## src/rtl/foci_pkg.sv

```systemverilog
package foci_pkg;

  localparam int ACC_W   = 40;
  localparam int SLOPE_W = 36;
  localparam int CFG_IDX_W = 3;

  typedef logic signed [ACC_W-1:0]   acc_t;
  typedef logic signed [SLOPE_W-1:0] slope_t;

  localparam logic [1:0] METHOD_EULER = 2'd0;
  localparam logic [1:0] METHOD_HEUN  = 2'd1;
  localparam logic [1:0] METHOD_RK4   = 2'd2;

  localparam logic       KIND_RC        = 1'b0;
  localparam logic       KIND_THRESHOLD = 1'b1;

  localparam logic [CFG_IDX_W-1:0] REG_METHOD       = 3'd0;
  localparam logic [CFG_IDX_W-1:0] REG_CIRCUIT_KIND = 3'd1;
  localparam logic [CFG_IDX_W-1:0] REG_GAIN_RC      = 3'd2;
  localparam logic [CFG_IDX_W-1:0] REG_GAIN_R1      = 3'd3;
  localparam logic [CFG_IDX_W-1:0] REG_GAIN_R2      = 3'd4;
  localparam logic [CFG_IDX_W-1:0] REG_THRESHOLD    = 3'd5;

  localparam logic [31:0]        GAIN_RESET      = 32'd2147484;
  localparam logic signed [31:0] THRESHOLD_RESET = 32'sd10066330;

endpackage

```

## src/rtl/foci_div6.sv

```systemverilog
module foci_div6 (
  input  logic          clk,
  input  logic          rst,
  input  logic          start,
  input  foci_pkg::acc_t num,
  output logic          done,
  output foci_pkg::acc_t quo
);
  import foci_pkg::*;

  localparam int STEPS = ACC_W / 4;

  logic             busy;
  logic [3:0]       cnt;
  logic             neg;
  logic [ACC_W-1:0] x;
  logic [1:0]       rem;

  acc_t             mag;
  logic [5:0]       y;
  logic [11:0]      yq;
  logic [3:0]       qd;
  logic [5:0]       r6;

  always_comb begin
    mag = num[ACC_W-1] ? -num : num;
    mag = mag + acc_t'(3);
    y   = {rem, x[ACC_W-1 -: 4]};
    yq  = 12'(y) * 12'd43;
    qd  = yq[10:7];
    r6  = y - 6'(qd) * 6'd3;
  end

  assign quo = neg ? -acc_t'(x) : acc_t'(x);

  always_ff @(posedge clk) begin
    if (rst) begin
      busy <= 1'b0;
      done <= 1'b0;
      cnt  <= '0;
    end else begin
      if (start) begin
        busy <= 1'b1;
        done <= 1'b0;
        cnt  <= '0;
        neg  <= num[ACC_W-1];
        x    <= {1'b0, mag[ACC_W-1:1]};
        rem  <= '0;
      end else if (busy) begin
        x   <= {x[ACC_W-5:0], qd};
        rem <= r6[1:0];
        cnt <= cnt + 4'd1;
        if (cnt == 4'(STEPS - 1)) begin
          busy <= 1'b0;
        end
        done <= (cnt == 4'(STEPS - 1));
      end else begin
        done <= 1'b0;
      end
    end
  end

endmodule

```

## src/rtl/first_order_circuit_integrator.sv

```systemverilog
// Channel  Signals                                   Handshake
// config   cfg_we, cfg_index, cfg_data               write when cfg_we high
// input    ve_now, ve_half, ve_next, first_step      in_valid / in_ready
// output   vout, saturated                           out_valid / out_ready
//
// One item at a time; in_ready is high only while the sequencer is idle.
// Each item computes S slopes (1 Euler, 2 Heun, 4 RK4) with P gain products
// per slope (1 RC, 1 or 2 threshold branch, 0 for the first slope of a first
// step); RK4 then divides the weighted slope sum by six. A single 32x32
// multiplier forms the products and a four-bit-per-cycle divider divides.
// Reset is synchronous; a held result stalls the sequencer at its last cycle.
module first_order_circuit_integrator #(
  parameter int VOLTAGE_WIDTH = 32
) (
  input  logic                                 clk,
  input  logic                                 rst,
  input  logic                                 cfg_we,
  input  logic [foci_pkg::CFG_IDX_W-1:0]       cfg_index,
  input  logic [31:0]                          cfg_data,
  input  logic                                 in_valid,
  output logic                                 in_ready,
  input  logic signed [31:0]                   ve_now,
  input  logic signed [31:0]                   ve_half,
  input  logic signed [31:0]                   ve_next,
  input  logic                                 first_step,
  output logic                                 out_valid,
  input  logic                                 out_ready,
  output logic signed [31:0]                   vout,
  output logic                                 saturated
);
  import foci_pkg::*;

  localparam int CLIP_W = (VOLTAGE_WIDTH >= 32) ? 32 : VOLTAGE_WIDTH;
  localparam acc_t VMAX = ACC_W'((longint'(1) << (CLIP_W - 1)) - 1);
  localparam acc_t VMIN = -VMAX - acc_t'(1);

  localparam logic [2:0] S_IDLE = 3'd0;
  localparam logic [2:0] S_OP   = 3'd1;
  localparam logic [2:0] S_MUL  = 3'd2;
  localparam logic [2:0] S_ACC  = 3'd3;
  localparam logic [2:0] S_POST = 3'd4;
  localparam logic [2:0] S_DIV  = 3'd5;
  localparam logic [2:0] S_FIN  = 3'd6;

  function automatic logic [32:0] clip(acc_t x);
    if (x > VMAX) return {1'b1, VMAX[31:0]};
    if (x < VMIN) return {1'b1, VMIN[31:0]};
    return {1'b0, x[31:0]};
  endfunction

  function automatic acc_t half_round(acc_t n);
    acc_t m;
    acc_t h;
    m = n[ACC_W-1] ? -n : n;
    h = (m + acc_t'(1)) >>> 1;
    return n[ACC_W-1] ? -h : h;
  endfunction

  logic [1:0]         method;
  logic               circuit_kind;
  logic [31:0]        gain_rc;
  logic [31:0]        gain_r1;
  logic [31:0]        gain_r2;
  logic signed [31:0] threshold;

  logic [2:0]         state;
  logic [1:0]         stage;
  logic               term;
  logic signed [31:0] cap_voltage;
  logic signed [31:0] ve0;
  logic signed [31:0] veh;
  logic signed [31:0] ve1;
  logic signed [31:0] pt;
  logic [32:0]        mag;
  logic [31:0]        gsel;
  logic               msign;
  logic               mlast;
  logic [63:0]        prod;
  slope_t             kacc;
  acc_t               acc;
  acc_t               incr;

  logic signed [31:0] ve_sel;
  logic signed [33:0] d;
  logic [31:0]        g_op;
  logic               sub_op;
  logic               last_op;
  logic [64:0]        rsum;
  slope_t             r_ext;
  slope_t             kacc_next;
  acc_t               k_ext;
  acc_t               v_ext;
  acc_t               step_sum;
  acc_t               pt_inc;
  logic [32:0]        pt_clip;
  logic [32:0]        fin_clip;
  logic               div_start;
  logic               div_done;
  acc_t               div_quo;

  assign in_ready = (state == S_IDLE);

  always_comb begin
    case (stage)
      2'd0:    ve_sel = ve0;
      2'd1:    ve_sel = (method == METHOD_HEUN) ? ve1 : veh;
      2'd2:    ve_sel = veh;
      default: ve_sel = ve1;
    endcase

    if (circuit_kind == KIND_RC) begin
      d       = 34'(ve_sel) - 34'(pt);
      g_op    = gain_rc;
      sub_op  = 1'b0;
      last_op = 1'b1;
    end else if (!term && (ve_sel > threshold)) begin
      d       = 34'(ve_sel) - 34'(threshold) - 34'(pt);
      g_op    = gain_r1;
      sub_op  = 1'b0;
      last_op = 1'b0;
    end else begin
      d       = 34'(pt);
      g_op    = gain_r2;
      sub_op  = 1'b1;
      last_op = 1'b1;
    end

    rsum = {1'b0, prod} + (mag[32] ? {1'b0, gsel, 32'd0} : 65'd0) + 65'(32'h4000_0000);
    r_ext = SLOPE_W'(rsum[64:31]);
    kacc_next = msign ? kacc - r_ext : kacc + r_ext;

    k_ext = ACC_W'(kacc);
    v_ext = ACC_W'(cap_voltage);

    if ((method != METHOD_HEUN) && (method != METHOD_EULER) &&
        ((stage == 2'd1) || (stage == 2'd2)))
      step_sum = acc + (k_ext <<< 1);
    else if (stage == 2'd0)
      step_sum = k_ext;
    else
      step_sum = acc + k_ext;

    if ((method == METHOD_HEUN) || (stage == 2'd2))
      pt_inc = k_ext;
    else
      pt_inc = half_round(k_ext);
    pt_clip  = clip(v_ext + pt_inc);
    fin_clip = clip(v_ext + incr);

    div_start = (state == S_POST) && (method != METHOD_EULER) &&
                (method != METHOD_HEUN) && (stage == 2'd3);
  end

  foci_div6 u_div6 (
    .clk   (clk),
    .rst   (rst),
    .start (div_start),
    .num   (step_sum),
    .done  (div_done),
    .quo   (div_quo)
  );

  always_ff @(posedge clk) begin
    if (rst) begin
      method       <= METHOD_RK4;
      circuit_kind <= KIND_RC;
      gain_rc      <= GAIN_RESET;
      gain_r1      <= GAIN_RESET;
      gain_r2      <= GAIN_RESET;
      threshold    <= THRESHOLD_RESET;
    end else if (cfg_we) begin
      case (cfg_index)
        REG_METHOD:       method       <= cfg_data[1:0];
        REG_CIRCUIT_KIND: circuit_kind <= cfg_data[0];
        REG_GAIN_RC:      gain_rc      <= cfg_data;
        REG_GAIN_R1:      gain_r1      <= cfg_data;
        REG_GAIN_R2:      gain_r2      <= cfg_data;
        REG_THRESHOLD:    threshold    <= cfg_data;
        default: ;
      endcase
    end
  end

  always_ff @(posedge clk) begin
    if (rst) begin
      state       <= S_IDLE;
      cap_voltage <= '0;
      out_valid   <= 1'b0;
      stage       <= '0;
      term        <= 1'b0;
    end else begin
      if (out_valid && out_ready && (state != S_FIN)) out_valid <= 1'b0;
      case (state)
        S_IDLE: begin
          if (in_valid) begin
            ve0   <= ve_now;
            veh   <= ve_half;
            ve1   <= ve_next;
            stage <= 2'd0;
            term  <= 1'b0;
            kacc  <= '0;
            if (first_step) begin
              cap_voltage <= '0;
              state       <= S_POST;
            end else begin
              pt    <= cap_voltage;
              state <= S_OP;
            end
          end
        end
        S_OP: begin
          mag   <= d[33] ? 33'(-d) : 33'(d);
          msign <= d[33] ^ sub_op;
          gsel  <= g_op;
          mlast <= last_op;
          if (!term) kacc <= '0;
          state <= S_MUL;
        end
        S_MUL: begin
          prod  <= 64'(mag[31:0]) * 64'(gsel);
          state <= S_ACC;
        end
        S_ACC: begin
          kacc <= kacc_next;
          if (mlast) begin
            state <= S_POST;
          end else begin
            term  <= 1'b1;
            state <= S_OP;
          end
        end
        S_POST: begin
          term <= 1'b0;
          acc  <= step_sum;
          pt   <= pt_clip[31:0];
          if (method == METHOD_EULER) begin
            incr  <= k_ext;
            state <= S_FIN;
          end else if (method == METHOD_HEUN) begin
            if (stage == 2'd0) begin
              stage <= 2'd1;
              state <= S_OP;
            end else begin
              incr  <= half_round(step_sum);
              state <= S_FIN;
            end
          end else if (stage == 2'd3) begin
            state <= S_DIV;
          end else begin
            stage <= stage + 2'd1;
            state <= S_OP;
          end
        end
        S_DIV: begin
          if (div_done) begin
            incr  <= div_quo;
            state <= S_FIN;
          end
        end
        S_FIN: begin
          if (!out_valid || out_ready) begin
            vout        <= fin_clip[31:0];
            saturated   <= fin_clip[32];
            out_valid   <= 1'b1;
            cap_voltage <= fin_clip[31:0];
            state       <= S_IDLE;
          end
        end
        default: state <= S_IDLE;
      endcase
    end
  end

endmodule
```

## config.mk

```make
export PLATFORM = sky130hd
export DESIGN_NAME = first_order_circuit_integrator
export DESIGN_NICKNAME = d
export VERILOG_FILES = /design/src/rtl/foci_pkg.sv /design/src/rtl/foci_div6.sv /design/src/rtl/first_order_circuit_integrator.sv
export SDC_FILE = /design/constraint.sdc
export NUM_CORES = 2
export LEC_CHECK = 0
export ABC_AREA = 1
export BUFFER_PORTS_ARGS = -buffer_cell sky130_fd_sc_hd__buf_2
export CAP_MARGIN = 10
export CORE_ASPECT_RATIO = 2
export CORE_MARGIN = 2
export CORE_UTILIZATION = 40
export DETAILED_ROUTE_END_ITERATION = 8
export RECOVER_POWER = 25
export SKIP_CTS_REPAIR_TIMING = 1
export SYNTH_ARGS = -nofsm -noshare
export SYNTH_HDL_FRONTEND = slang
export SYNTH_SLANG_ARGS = --single-unit
```

## constraint.sdc

```tcl
create_clock -name clk -period 19.5 [get_ports clk]
set_input_delay 3.9 -clock clk [delete_from_list [all_inputs] [get_ports clk]]
set_output_delay 3.9 -clock clk [all_outputs]
set_load 0.05 [all_outputs]
```

==> flow_metrics.tcl <==
set metrics [dict create \
    status "finished, violations left" \
    violations "capacitance limit, slew limit" \
    dieArea_mm2 0.218 \
    seq_area_frac_synth 0.189 \
    routabilityCongestion 1.04 \
    relSlewSlack -1.16 \
    crit_path_max_fanout 40 \
    drive_above_1_share 0.0546 \
    syn_inst 11800 \
    vias 79000 \
    cts-root-buf "clkbuf_16" \
    synth_edf_count 421 \
    std_cell_rows 240 \
    routedWlPerCell_um 25.2 \
    whs_endpoint "gain_r1[4]" \
    worstSetupPathType "reg -> reg" \
    worst_path_most_repeated_cell "nand2_1" \
    initial_utilization 0.402 \
    hold_viol 0 \
    firstDrtPassIters 7 \
    synth.area.top_cells "fa_1 22%, edfxtp_1 15%, nand2_1 14%" \
    layout.nets 13400 \
    cts_inserted_buffers 59 \
    r2r_setup_slack_ps 8390 \
    fillers 21900 \
    reg2reg_from "stage[0]" \
    grt_max_degree 83 \
    rsz0062_at_grt "no" \
    drc_errors 0 \
    finalClockSkew_ps 47.4 \
    syn_nets 13500 \
    insertion_delay_ps 720 \
    syn_area_mm2 0.0857 \
    async_reset_ff_frac 0 \
    period_share 0.570 \
    period_needed_ps 11110 \
    clkSinkCount 597 \
    hpwl_um 301000 \
    die_y_um 659 \
    ff2ff_path_depth 35 \
    ctsLongestPathBuffers 3 \
    io_pins 172 \
    drv_slew 308 \
    via_per_inst 5.42 \
    fin_tns_setup_ps 0 \
    finalSetupViolations 0 \
    min_path_type "reg -> reg" \
    synth.avg_cell_area_um2 7.29 \
    hp-start "gain_r1[4]" \
    fin_cells 14600 \
    clkTransAtPathRegs_ps 70 \
    r2r-end "incr[38]" \
    chipWidth_um 331 \
    cts_tree "built" \
    track_usage 0.333 \
    maxCapViolCount 10 \
    cp-startpoint "stage[0]" \
    htreeDepth 2 \
    antenna_found_initial 34 \
    max_freq_mhz 90.0 \
    synth_cell_types 75 \
    ys.flop_type "edfxtp_1" \
    grt_pass1_wl_um 531000 \
    cp-start-kind "register" \
    worstMarginPinSlew_ps 3230 \
    port_buffers 171 \
    place_inst 14400 \
    place_ws_ps 10560 \
    yosysTopAreaCellShare 0.219 \
    core_area_mm2 0.214 \
    grt_pass1_vias 83200 \
    cp.required_ps 19910 \
    end_kind "register" \
    worst_slack_ps 8390 \
    yosys_warnings 0 \
    crit_slowest_cell "clkbuf_1" \
    whs_path_depth 2 \
    detail_route.iter0.violations 5427 \
    totalWireLength_um 367000 \
    synth_top_cell_by_area "fa_1" \
    slowest_delay_ps 1670 \
    ys_ff_latch 597 \
    ant_nets 0 \
    area_growth_pct 6.69 \
    grt.overflow.total 0 \
    worstPathArrival_ps 11530 \
]
registers in the layout, indices dropped and copies added (netlist names), 33 cells and up:
signal,count
acc,40
incr,40
u_div6.x,40
kacc,36
prod,34
mag,33
final cells by class:
type                    instances  area, um^2  share of cell area
diodes                         20        50.0            0.000547
clock buffers                  75        1590              0.0174
clock inverters                36         447             0.00488
inverters                    2333        8760              0.0958
multi-input cells            8421       59200               0.647
flip-flops and latches        597       16200               0.177
well taps                    2783        3480              0.0381
repair buffers                301        1770              0.0193
per-layer routing:
| metal | routed length (um) | global-route usage | vias to the layer above |
|---|---|---|---|
| li1 | - | - | 36600 |
| met1 | 109000 | 0.289 | 38000 |
| met2 | 191000 | 0.624 | 3003 |
| met3 | 17300 | 0.0400 | 1423 |
| met4 | 50100 | 0.372 | 16 |
| met5 | 97 | 0 | - |
cells in the final DEF (no fill, tap or decap), types with 44 or more instances in the layout:
master     instances
dfxtp_1          176
clkbuf_16         60
nor2_1           862
nand4_1           92
nor2_2            48
nand3_1          494
o21ai_0          499
nand2_1         3148
xor2_1           259
nand2_2           57
clkbuf_1          44
o211ai_1          75
a31oi_1           59
edfxtp_1         421
a21oi_1          649
xnor2_1          119
ha_1             622
fa_1             937
nor3_1            76
buf_2            149
buf_4            120
inv_1           2295
cell usage after synthesis (79+ instances only):
master / number
dfxtp_1: 176
fa_1: 937
nor2_1: 872
clkbuf_1: 346
nand4_1: 92
inv_1: 2296
nand2_1: 3144
a21oi_1: 650
xor2_1: 259
xnor2_1: 119
edfxtp_1: 421
ha_1: 622
nor3_1: 79
nand3_1: 493
o21ai_0: 499
how the worst max path moves through the flow:
stage | end | slack (ps)
2_1_floorplan | ve0[0] | 8200
3_3_place_gp | prod[62] | 10550
3_5_place_dp | prod[52] | 10560
4_1_cts | prod[52] | 10520
5_1_grt | incr[38] | 8100
6_report | incr[38] | 8390
critical path, delay by kind of cell (launching register included):
kind	cells	cell delay, ps
simple gates	26	4670
flops	1	340
fa+ha+maj	2	1570
buf+inv	7	4090
per-stage QoR:
stage	hold slack (ps)	instance area, um^2	util
after floorplan	429	85700	-
after global placement	439	89500	0.419
after detailed placement	442	89500	0.419
after CTS	456	91500	0.429
after global routing	463	91400	0.428
final	456	91500	0.428
cells by family (layout without fill, tap and decap cells):
family | Yosys count | in the layout | share of synthesized area
XOR/XNOR | 385 | 385 | 0.0399
multiplexers | 2 | 2 | 0.000233
other | 0 | 20 | 0
buffers and inverters | 2740 | 2745 | 0.122
adder cells (fa/ha/maj) | 1559 | 1559 | 0.310
AND/OR/NAND/NOR | 4916 | 4916 | 0.238
flip-flops | 597 | 597 | 0.189
AO/OA/AOI/OAI | 1559 | 1559 | 0.103
Power is not shown: default switching activity piles up to over one toggle a cycle in this logic, so the estimate is an artifact.
